## src/sv/pixel_to_rgb8_converter_assert.svh

```systemverilog
// ----------------------------------------------------------------------------
// Assertion macros for the pixel to RGB8 converter
// Immediate-implication and next-cycle forms, clocked on clk, off in reset.
// ----------------------------------------------------------------------------
`ifndef PIXEL_TO_RGB8_CONVERTER_ASSERT_SVH
`define PIXEL_TO_RGB8_CONVERTER_ASSERT_SVH

// ante true at an edge -> cons true at the same edge
`define P2R8_ASSERT_NOW(label, ante, cons) \
  label: assert property (@(posedge clk) disable iff (rst) (ante) |-> (cons)) \
    else $error("pipeline check failed");

// ante true at an edge -> cons true at the next edge
`define P2R8_ASSERT_NEXT(label, ante, cons) \
  label: assert property (@(posedge clk) disable iff (rst) (ante) |=> (cons)) \
    else $error("pipeline check failed");

`endif

```

## src/sv/p2r8_pkg.sv

```systemverilog
// ----------------------------------------------------------------------------
// p2r8_pkg
// Shared types and constants for the pixel to RGB8 converter.
// ----------------------------------------------------------------------------
`default_nettype none

package p2r8_pkg;

  // channel encoding, low two bits of source_format (alpha bit ignored)
  typedef enum logic [1:0] {
    FMT_U8  = 2'd0,
    FMT_U16 = 2'd1,
    FMT_F16 = 2'd2,
    FMT_F32 = 2'd3
  } fmt_kind_t;

  // per-stage load enables of the datapath
  typedef struct packed {
    logic s1;
    logic s2;
    logic s3;
  } stage_en_t;

  localparam int unsigned RAW_W = 32;
  localparam int unsigned PIX_W = 8;
  localparam int unsigned SIG_W = 24;          // f32 significand incl. hidden bit
  localparam int unsigned EXP_W = 9;           // signed exponent, -149..104
  localparam int unsigned PROD_W = SIG_W + 8;  // sig * 255

  localparam logic [PIX_W-1:0] PIX_MAX = 8'hFF;
  localparam logic [PIX_W-1:0] PIX_ZERO = 8'h00;

  // value = sig * 2^ex ; ex offsets include the significand scaling
  localparam logic [EXP_W-1:0] F16_EXP_OFS = 9'd25;
  localparam logic [EXP_W-1:0] F16_SUB_EXP = 9'h1E8;  // -24
  localparam logic [EXP_W-1:0] F32_EXP_OFS = 9'd150;
  localparam logic [EXP_W-1:0] F32_SUB_EXP = 9'h16B;  // -149

endpackage

`default_nettype wire

```

## src/sv/p2r8_channel.sv

```systemverilog
// ----------------------------------------------------------------------------
// p2r8_channel
// Three-stage datapath for one channel: decode, scale by 255, shift/saturate.
// ----------------------------------------------------------------------------
`default_nettype none

module p2r8_channel (
  input  logic                                clk,
  input  p2r8_pkg::stage_en_t                 en,
  input  p2r8_pkg::fmt_kind_t                 kind,
  input  logic [p2r8_pkg::RAW_W-1:0]          raw,
  output logic [p2r8_pkg::PIX_W-1:0]          pix
);

  // stage 1 decode results
  logic                          direct_c;
  logic [p2r8_pkg::PIX_W-1:0]    dval_c;
  logic [p2r8_pkg::SIG_W-1:0]    sig_c;
  logic [p2r8_pkg::EXP_W-1:0]    ex_c;

  logic                          d1_direct;
  logic [p2r8_pkg::PIX_W-1:0]    d1_dval;
  logic [p2r8_pkg::SIG_W-1:0]    d1_sig;
  logic [p2r8_pkg::EXP_W-1:0]    d1_ex;

  logic                          d2_direct;
  logic [p2r8_pkg::PIX_W-1:0]    d2_dval;
  logic [p2r8_pkg::PROD_W-1:0]   d2_prod;
  logic [p2r8_pkg::EXP_W-1:0]    d2_ex;

  logic [p2r8_pkg::PIX_W-1:0]    pix_next;

  // ---------------- stage 1: decode ----------------
  always_comb begin
    direct_c = 1'b0;
    dval_c   = p2r8_pkg::PIX_ZERO;
    sig_c    = '0;
    ex_c     = '0;
    unique case (kind)
      p2r8_pkg::FMT_U8: begin
        direct_c = 1'b1;
        dval_c   = raw[7:0];
      end
      p2r8_pkg::FMT_U16: begin
        direct_c = 1'b1;
        dval_c   = raw[15:8];
      end
      p2r8_pkg::FMT_F16: begin
        if (raw[14:10] == 5'h1F) begin
          // inf or NaN: only +inf saturates
          direct_c = 1'b1;
          dval_c   = (raw[9:0] != 10'd0 || raw[15]) ? p2r8_pkg::PIX_ZERO
                                                     : p2r8_pkg::PIX_MAX;
        end else if (raw[15]) begin
          direct_c = 1'b1;
        end else if (raw[14:10] == 5'd0) begin
          sig_c = {14'd0, raw[9:0]};
          ex_c  = p2r8_pkg::F16_SUB_EXP;
        end else begin
          sig_c = {13'd0, 1'b1, raw[9:0]};
          ex_c  = {4'd0, raw[14:10]} - p2r8_pkg::F16_EXP_OFS;
        end
      end
      p2r8_pkg::FMT_F32: begin
        if (raw[30:23] == 8'hFF) begin
          direct_c = 1'b1;
          dval_c   = (raw[22:0] != 23'd0 || raw[31]) ? p2r8_pkg::PIX_ZERO
                                                      : p2r8_pkg::PIX_MAX;
        end else if (raw[31]) begin
          direct_c = 1'b1;
        end else if (raw[30:23] == 8'd0) begin
          sig_c = {1'b0, raw[22:0]};
          ex_c  = p2r8_pkg::F32_SUB_EXP;
        end else begin
          sig_c = {1'b1, raw[22:0]};
          ex_c  = {1'b0, raw[30:23]} - p2r8_pkg::F32_EXP_OFS;
        end
      end
      default: begin
        direct_c = 1'b1;
      end
    endcase
  end

  always_ff @(posedge clk) begin
    if (en.s1) begin
      d1_direct <= direct_c;
      d1_dval   <= dval_c;
      d1_sig    <= sig_c;
      d1_ex     <= ex_c;
    end
  end

  // ---------------- stage 2: sig * 255 ----------------
  always_ff @(posedge clk) begin
    if (en.s2) begin
      d2_direct <= d1_direct;
      d2_dval   <= d1_dval;
      d2_prod   <= {d1_sig, 8'h00} - {8'h00, d1_sig};
      d2_ex     <= d1_ex;
    end
  end

  // ---------------- stage 3: scale by 2^ex, saturate ----------------
  always_comb begin
    logic [p2r8_pkg::PROD_W+7:0] lsh;
    logic [p2r8_pkg::EXP_W-1:0]  rsh_amt;
    logic [p2r8_pkg::PROD_W-1:0] rsh;
    lsh      = {8'h00, d2_prod} << d2_ex[2:0];
    rsh_amt  = ~d2_ex + 9'd1;
    rsh      = d2_prod >> rsh_amt[4:0];
    pix_next = p2r8_pkg::PIX_ZERO;
    if (d2_direct) begin
      pix_next = d2_dval;
    end else if (d2_prod == '0) begin
      pix_next = p2r8_pkg::PIX_ZERO;
    end else if (!d2_ex[p2r8_pkg::EXP_W-1]) begin
      if (|d2_ex[7:3] || |lsh[p2r8_pkg::PROD_W+7:8]) begin
        pix_next = p2r8_pkg::PIX_MAX;
      end else begin
        pix_next = lsh[7:0];
      end
    end else if (|rsh_amt[8:5]) begin
      // shifted past every product bit
      pix_next = p2r8_pkg::PIX_ZERO;
    end else if (|rsh[p2r8_pkg::PROD_W-1:8]) begin
      pix_next = p2r8_pkg::PIX_MAX;
    end else begin
      pix_next = rsh[7:0];
    end
  end

  always_ff @(posedge clk) begin
    if (en.s3) begin
      pix <= pix_next;
    end
  end

endmodule

`default_nettype wire

```

## src/sv/pixel_to_rgb8_converter.sv

```systemverilog
// Pipeline: an accepted input is registered in the decode, x255 and shift
//   stages in that order; out_valid rises when it reaches the shift stage.
// Throughput: one item per cycle unless out_ready stalls; each channel has its
//   own datapath, so the three-stage pipeline sets the rate; a stall holds the
//   full stages in place while empty stages still load, so bubbles close up.
// Reset: rst (synchronous) empties the pipeline and sets source_format to 0.
// ----------------------------------------------------------------------------
// pixel_to_rgb8_converter
// Converts u8/u16/f16/f32 RGB(A) pixels to 8-bit RGB, alpha dropped.
// ----------------------------------------------------------------------------
`default_nettype none

`include "pixel_to_rgb8_converter_assert.svh"

module pixel_to_rgb8_converter (
  input  logic                       clk,
  input  logic                       rst,
  input  logic                       cfg_we,
  input  logic [2:0]                 cfg_data,
  input  logic                       in_valid,
  output logic                       in_ready,
  input  logic [p2r8_pkg::RAW_W-1:0] red_in,
  input  logic [p2r8_pkg::RAW_W-1:0] green_in,
  input  logic [p2r8_pkg::RAW_W-1:0] blue_in,
  output logic                       out_valid,
  input  logic                       out_ready,
  output logic [p2r8_pkg::PIX_W-1:0] red_out,
  output logic [p2r8_pkg::PIX_W-1:0] green_out,
  output logic [p2r8_pkg::PIX_W-1:0] blue_out
);

  logic [2:0]          source_format;
  logic                v1;
  logic                v2;
  logic                v3;
  p2r8_pkg::stage_en_t en;
  p2r8_pkg::fmt_kind_t kind;

  // rgba formats convert as their rgb counterparts
  assign kind = p2r8_pkg::fmt_kind_t'(source_format[1:0]);

  // a stage loads when it is empty or its contents move on
  assign en.s3    = !v3 || out_ready;
  assign en.s2    = !v2 || en.s3;
  assign en.s1    = !v1 || en.s2;
  assign in_ready = en.s1;
  assign out_valid = v3;

  always_ff @(posedge clk) begin
    if (rst) begin
      source_format <= 3'd0;
      v1            <= 1'b0;
      v2            <= 1'b0;
      v3            <= 1'b0;
    end else begin
      if (cfg_we) begin
        source_format <= cfg_data;
      end
      if (en.s1) begin
        v1 <= in_valid;
      end
      if (en.s2) begin
        v2 <= v1;
      end
      if (en.s3) begin
        v3 <= v2;
      end
    end
  end

  p2r8_channel u_red (
    .clk  (clk),
    .en   (en),
    .kind (kind),
    .raw  (red_in),
    .pix  (red_out)
  );

  p2r8_channel u_green (
    .clk  (clk),
    .en   (en),
    .kind (kind),
    .raw  (green_in),
    .pix  (green_out)
  );

  p2r8_channel u_blue (
    .clk  (clk),
    .en   (en),
    .kind (kind),
    .raw  (blue_in),
    .pix  (blue_out)
  );

  `P2R8_ASSERT_NEXT(a_accept_fills_s1, in_valid && in_ready, v1)
  `P2R8_ASSERT_NEXT(a_s1_held_on_stall, v1 && !en.s2, v1)
  `P2R8_ASSERT_NOW(a_full_blocks_input, v1 && v2 && v3 && !out_ready, !in_ready)

endmodule

`default_nettype wire

```

## config.mk

```make
export PLATFORM = sky130hd
export DESIGN_NAME = pixel_to_rgb8_converter
export DESIGN_NICKNAME = d
export VERILOG_FILES = /design/src/sv/p2r8_pkg.sv /design/src/sv/p2r8_channel.sv /design/src/sv/pixel_to_rgb8_converter.sv
export VERILOG_INCLUDE_DIRS = /design/src /design/src/sv
export SDC_FILE = /design/constraint.sdc
export NUM_CORES = 1
export LEC_CHECK = 0
export BUFFER_PORTS_ARGS = -buffer_cell sky130_fd_sc_hd__buf_2
export CORE_MARGIN = 10
export CORE_UTILIZATION = 60
export DETAILED_ROUTE_END_ITERATION = 8
export GPL_TIMING_DRIVEN = 0
export PLACE_DENSITY = 0.79
export SLEW_MARGIN = 20
export SYNTH_ARGS = -nofsm -noshare
export SYNTH_HDL_FRONTEND = slang
export SYNTH_HIERARCHICAL = 1
export SYNTH_SLANG_ARGS = --single-unit
```

## constraint.sdc

```tcl
create_clock -name clk -period 11.76 [get_ports clk]
set_input_delay 1.764 -clock clk [delete_from_list [all_inputs] [get_ports clk]]
set_output_delay 1.764 -clock clk [all_outputs]
set_load 0.01 [all_outputs]
```

**Word level (Yosys, flattened, before mapping)**

Cells that the tools add are included.

- Register bits: 305
- Output and inout bits: 26
- Word-level logic and storage cells: 195

- $add $sub $neg: 12
- Equal/unequal tests: 9
- Shift-type cells: 6
- Mux-type cells: 90
- Bitwise logic cells: 3
- Reduce and logical (&&, ||, !) cells: 44

Operator list:

| kind | count |
|---|---|
| 24-bit two-way mux | 15 |
| 8-bit two-way mux | 30 |
| 9-bit two-way mux | 18 |
| 24-bit case mux with 2 select lines | 3 |
| 32-bit by 3-bit << shifter with 40-bit output | 3 |
| 32-bit logical NOT | 3 |
| 8-bit case mux with 4 select lines | 3 |
| 32-bit OR reduction | 3 |
| 32-bit by 5-bit right shift with 32-bit output | 3 |
| 32-bit by 24-bit subtractor with 32-bit output | 3 |
| 24-bit OR reduction | 3 |
| 23-bit nonzero test | 3 |
| 9-bit case mux with 2 select lines | 3 |
| 11-bit two-way mux | 3 |
| 10-bit nonzero test | 3 |
| 9-bit by 1-bit adder with 9-bit output, second input constant | 3 |
| 9-bit inverter | 3 |
| 8-bit by 8-bit subtractor with 9-bit output, second input constant | 3 |
| 8-bit equality test, second input constant | 3 |
| 8-bit logical NOT | 3 |
| 5-bit by 5-bit subtractor with 6-bit output, second input constant | 3 |
| 5-bit equality test, second input constant | 3 |
| 5-bit logical NOT | 3 |
| 5-bit OR reduction | 3 |
| other kinds (9) | 38 |

**Longest topological paths before layout**

- Word-level depth: 9
- Mapped depth: 16
- Depth with buffers taken out: 10

**Cells and area by module**

Netlist, hierarchy kept.

Modules (own cells, without submodules):

| module | instances | cells each | area each (µm²) | seq. area each (µm²) |
|---|---|---|---|---|
| p2r8_channel at u_red | 1 | 661 | 7263.2 | 3002.9 |
| p2r8_channel at u_green | 1 | 685 | 7230.7 | 3002.9 |
| p2r8_channel at u_blue | 1 | 675 | 7015.5 | 3002.9 |
| pixel_to_rgb8_converter | 1 | 18 | 176.4 | 100.1 |

**Worst setup path before layout**

OpenSTA, ideal clock, no wires.

- Path type: input to output
- Start: input port out_ready
- End: output port in_ready
- Arrival time: 5.383 ns
- Slack: 4.613 ns
- Cell stages on the path: 1
- Cell sequence: nand4b_1

- Cells in the longest elaborated chain, start to end: 3

Ends and longest elaborated chain:

| item | RTL line | source |
|---|---|---|
| start, declared | pixel_to_rgb8_converter.sv:26 | `input logic out_ready,` |
| 1-bit logical OR | pixel_to_rgb8_converter.sv:43 | `assign en.s3 = !v3 \|\| out_ready;` |
| 1-bit logical OR | pixel_to_rgb8_converter.sv:44 | `assign en.s2 = !v2 \|\| en.s3;` |
| 1-bit logical OR | pixel_to_rgb8_converter.sv:45 | `assign en.s1 = !v1 \|\| en.s2;` |
| end, declared | pixel_to_rgb8_converter.sv:21 | `output logic in_ready,` |

No other way between the ends.

**Worst setup path after layout**

Same ends and word-level chain as after synthesis.

==> metrics.md <==
| Metric | Value |
|---|---|
| Status | `complete, no violations` |
| Endpoints failing setup | `0` |
| I/O pins | `130` |
| Top_reg_cell synth | `edfxtp_1` |
| Worst Reg-to-Reg Cells | `15` |
| Starting DRT DRC Count | `2340` |
| Post-Route WL | `62.3 mm` |
| Vias per Instance | `6.68` |
| Number of synthesized flops with an enable pin | `300` |
| Critical Path Slowest Stage Cell | `nand4b_1` |
| Cells after Synth | `2039` |
| Final instance area | `24200 um2` |
| Period utilization | `0.437` |
| Synthesized area | `21700 um2` |
| Max stage delay on crit path | `400 ps` |
| P_int | `2.42 mW` |
| Hold-fix buffers, CTS | `0` |
| FP Rows | `69` |
| Max cap viols | `0` |
| CTS root buf | `clkbuf_16` |
| Final Max Tran Viols | `0` |
| Initial antenna violation count | `4` |
| Yosys warning count | `6` |
| Post-DRT Antenna Nets | `0` |
| All-Layer GR Usage | `0.277` |
| Leak pwr | `9.51 nW` |
| Seq/Total Area, Yosys | `0.420` |
| Layout cells sized above 1 | `0.165` |
| Required @ worst endpoint | `10000 ps` |
| Maximum clock path buffer count | `3` |
| Gpl congestion | `0.968` |
| Skew-Pair Late Insertion Delay | `540 ps` |
| Setup Skew | `19.1 ps` |
| CTS Buf Count | `35` |
| Number of global-route vias before repair | `17.4k` |
| Die X | `210 um` |
| Clock slew at the register clock pins of the worst setup and hold paths | `60 ps` |
| Critical path, cell by cell | `buf_2, nand4b_1, buf_6, buf_8, buf_6, buf_6, buf_8, buf_2` |
| Final HPWL DP | `48.7 mm` |
| Crit path from | `out_ready` |
| Initial Util | `0.608` |
| Least-Margin Pin Slew | `974 ps` |
| CTS H-Tree Depth | `2` |
| Top cell by count, worst path | `buf_6` |
| Clock Sinks | `305` |
| Drt first pass iters | `6` |
| Kind of critical path | `primary input to primary output` |
| Largest net degree at the start of global routing | `19` |
| Detailed-route via count | `18.1k` |
| Crit path arrival time | `3380 ps` |
| Reg2reg setup slack | `6850 ps` |
| Layout area overhead | `11.8%` |
| Fmax | `195 MHz` |
| CTS tree | `done` |
| Switching Fraction | `0.326` |
| Unrepaired setup endpoints after global routing | `no` |
| Synth async-reset ratio | `0` |
| I/O Buffers | `128` |
| First-pass GRT wire length | `97.0 mm` |
| Syn nets | `2209` |
| Final setup TNS | `0 ps` |
| Nets | `2395` |
| R2r endpoint | `u_blue/pix[6]$_DFFE_PP_` |
| Fill cells | `2763` |
| Crit path max fanout | `15` |
| Worst vdd rail ir drop | `0.129 mV` |
| Netlist cell types | `88` |
| Clock share of power | `0.285` |
| Flop pwr share | `0.432` |
| Total power | `3.59 mW` |
| Critical path capture point type | `primary output` |
| Remaining Overflow, GRT | `0` |
| Core outline area | `35700 um2` |
| Tmin final | `5140 ps` |
| CP endpoint | `in_ready` |
| Placed inst area | `23200 um2` |
| Reported net switching power | `1.17 mW` |
| Drc violations | `0` |
| Post-synthesis register bit count | `305` |
| Relative slew slack | `0.348` |
| Die area | `44100 um2` |
| PostCTS Resize Cnt | `0` |
| Endpoints failing hold | `0` |
| Syn avg cell area | `10.6 um2` |
| Worst R2R Start | `u_blue/d2_ex[0]$_DFFE_PP_` |
| Setup Buffers After CTS | `0` |
| Routed WL per cell | `23.0 um` |
| Gate power share | `0.284` |
| Power density over cell area | `148 nW/um2` |
| Min-delay worst type | `flip-flop to flip-flop` |
| Startpoint types | `primary input` |
| Die height | `210 um` |
cell families (layout without fill, tap and decap cells):
group,count (synthesis),count (layout),share of synthesized area
simple gates,692,692,0.167
compound gates,472,472,0.145
flops,305,305,0.420
buf+inv,209,418,0.0395
mux,179,179,0.144
xor+xnor,116,116,0.0468
fa+ha+maj,66,66,0.0381
other cells,0,2,0
metal layers:
| metal | vias to the layer above | GRT usage | part of all wire |
|---|---|---|---|
| met5 | - | 0 | 0 |
| met4 | 0 | 0.124 | 0.041 |
| met3 | 158 | 0.0531 | 0.088 |
| met2 | 944 | 0.445 | 0.47 |
| met1 | 8717 | 0.358 | 0.40 |
| li1 | 8277 | - | - |
metrics by stage:
step            util  std cells  hold WS (ps)  setup WS (ps)
2_1_floorplan      -       2039           400           4610
3_3_place_gp   0.642       2628           401           1480
3_5_place_dp   0.650       2649           405           6630
4_1_cts        0.680       2709           408           6630
5_1_grt        0.680       2711           418           6510
6_report       0.680       2711           408           6620
synthesized netlist by cell type (20+ instances only):
master,instances,area (um2)
nand2_1,161,604
o21ai_0,81,405
and2_1,66,413
a21o_1,28,210
nor4_1,52,325
nor2_1,128,480
a21oi_1,130,651
and3_1,25,156
nand3_1,38,190
mux4_2,89,2000
mux2i_1,62,621
nor2b_1,20,125
a211oi_1,28,210
xor2_1,36,315
clkbuf_1,54,203
nand4_1,32,200
inv_1,116,435
xnor2_1,80,701
nor3_1,62,310
edfxtp_1,300,9010
ha_1,66,826
power groups by stage:
stage	Sequential, mW	Clock, mW	Combinational [mW]
finish	1.55	1.02	1.02
global route	1.56	1.08	1.09
CTS	1.54	1.04	0.998
detailed placement	1.56	0	0.992
global placement	1.55	0	0.981
floorplan	1.49	0	0.731
cell usage in the layout, fill, tap and decap left out, types with 38 or more instances in the layout:
master    instances
a21oi_1         130
and2_1           66
buf_2           146
clkbuf_1         61
edfxtp_1        300
ha_1             66
inv_1           116
mux2i_1          62
mux4_2           89
nand2_1         161
nand3_1          38
nor2_1          128
nor3_1           62
nor4_1           52
o21ai_0          81
xnor2_1          80
how the worst min path moves through the flow:
stage                               start                    endpoint  slack, ps  cells past startpoint
6_report       u_green/d1_ex[1]$_DFFE_PP_  u_green/d2_ex[1]$_DFFE_PP_        410                      0
5_1_grt        u_green/d1_ex[1]$_DFFE_PP_  u_green/d2_ex[1]$_DFFE_PP_        420                      0
4_1_cts        u_green/d1_ex[1]$_DFFE_PP_  u_green/d2_ex[1]$_DFFE_PP_        410                      0
3_5_place_dp    u_blue/d1_ex[1]$_DFFE_PP_   u_blue/d2_ex[1]$_DFFE_PP_        400                      0
3_3_place_gp     u_red/d1_ex[5]$_DFFE_PP_    u_red/d2_ex[5]$_DFFE_PP_        400                      0
2_1_floorplan  u_blue/d1_direct$_DFFE_PP_  u_blue/d2_direct$_DFFE_PP_        400                      0
cell type report:
type,count,area (um2),area share
diodes,2,5.00,0.000206
well taps,461,577,0.0238
clock buffers,45,966,0.0398
flip-flops and latches,305,9110,0.376
multi-input cells,1525,11700,0.484
clock inverters,15,98.8,0.00408
plain buffers,91,413,0.0170
inverters,118,443,0.0183
repair buffers,149,912,0.0376
sequential cells by signal, summed over array words and instances, names as in the netlist, 24 cells and up:
| name | cells |
|---|---|
| u_blue/d1_sig | 24 |
| u_blue/d2_prod | 32 |
| u_green/d1_sig | 24 |
| u_red/d2_prod | 32 |
| u_green/d2_prod | 32 |
| u_red/d1_sig | 24 |
critical path: cells and delay by family:
kind                   cells  cell delay, ps
buffers and inverters      7            1200
and+or+nand+nor            1             400
Note: power is estimated with default switching activity, not from simulation.
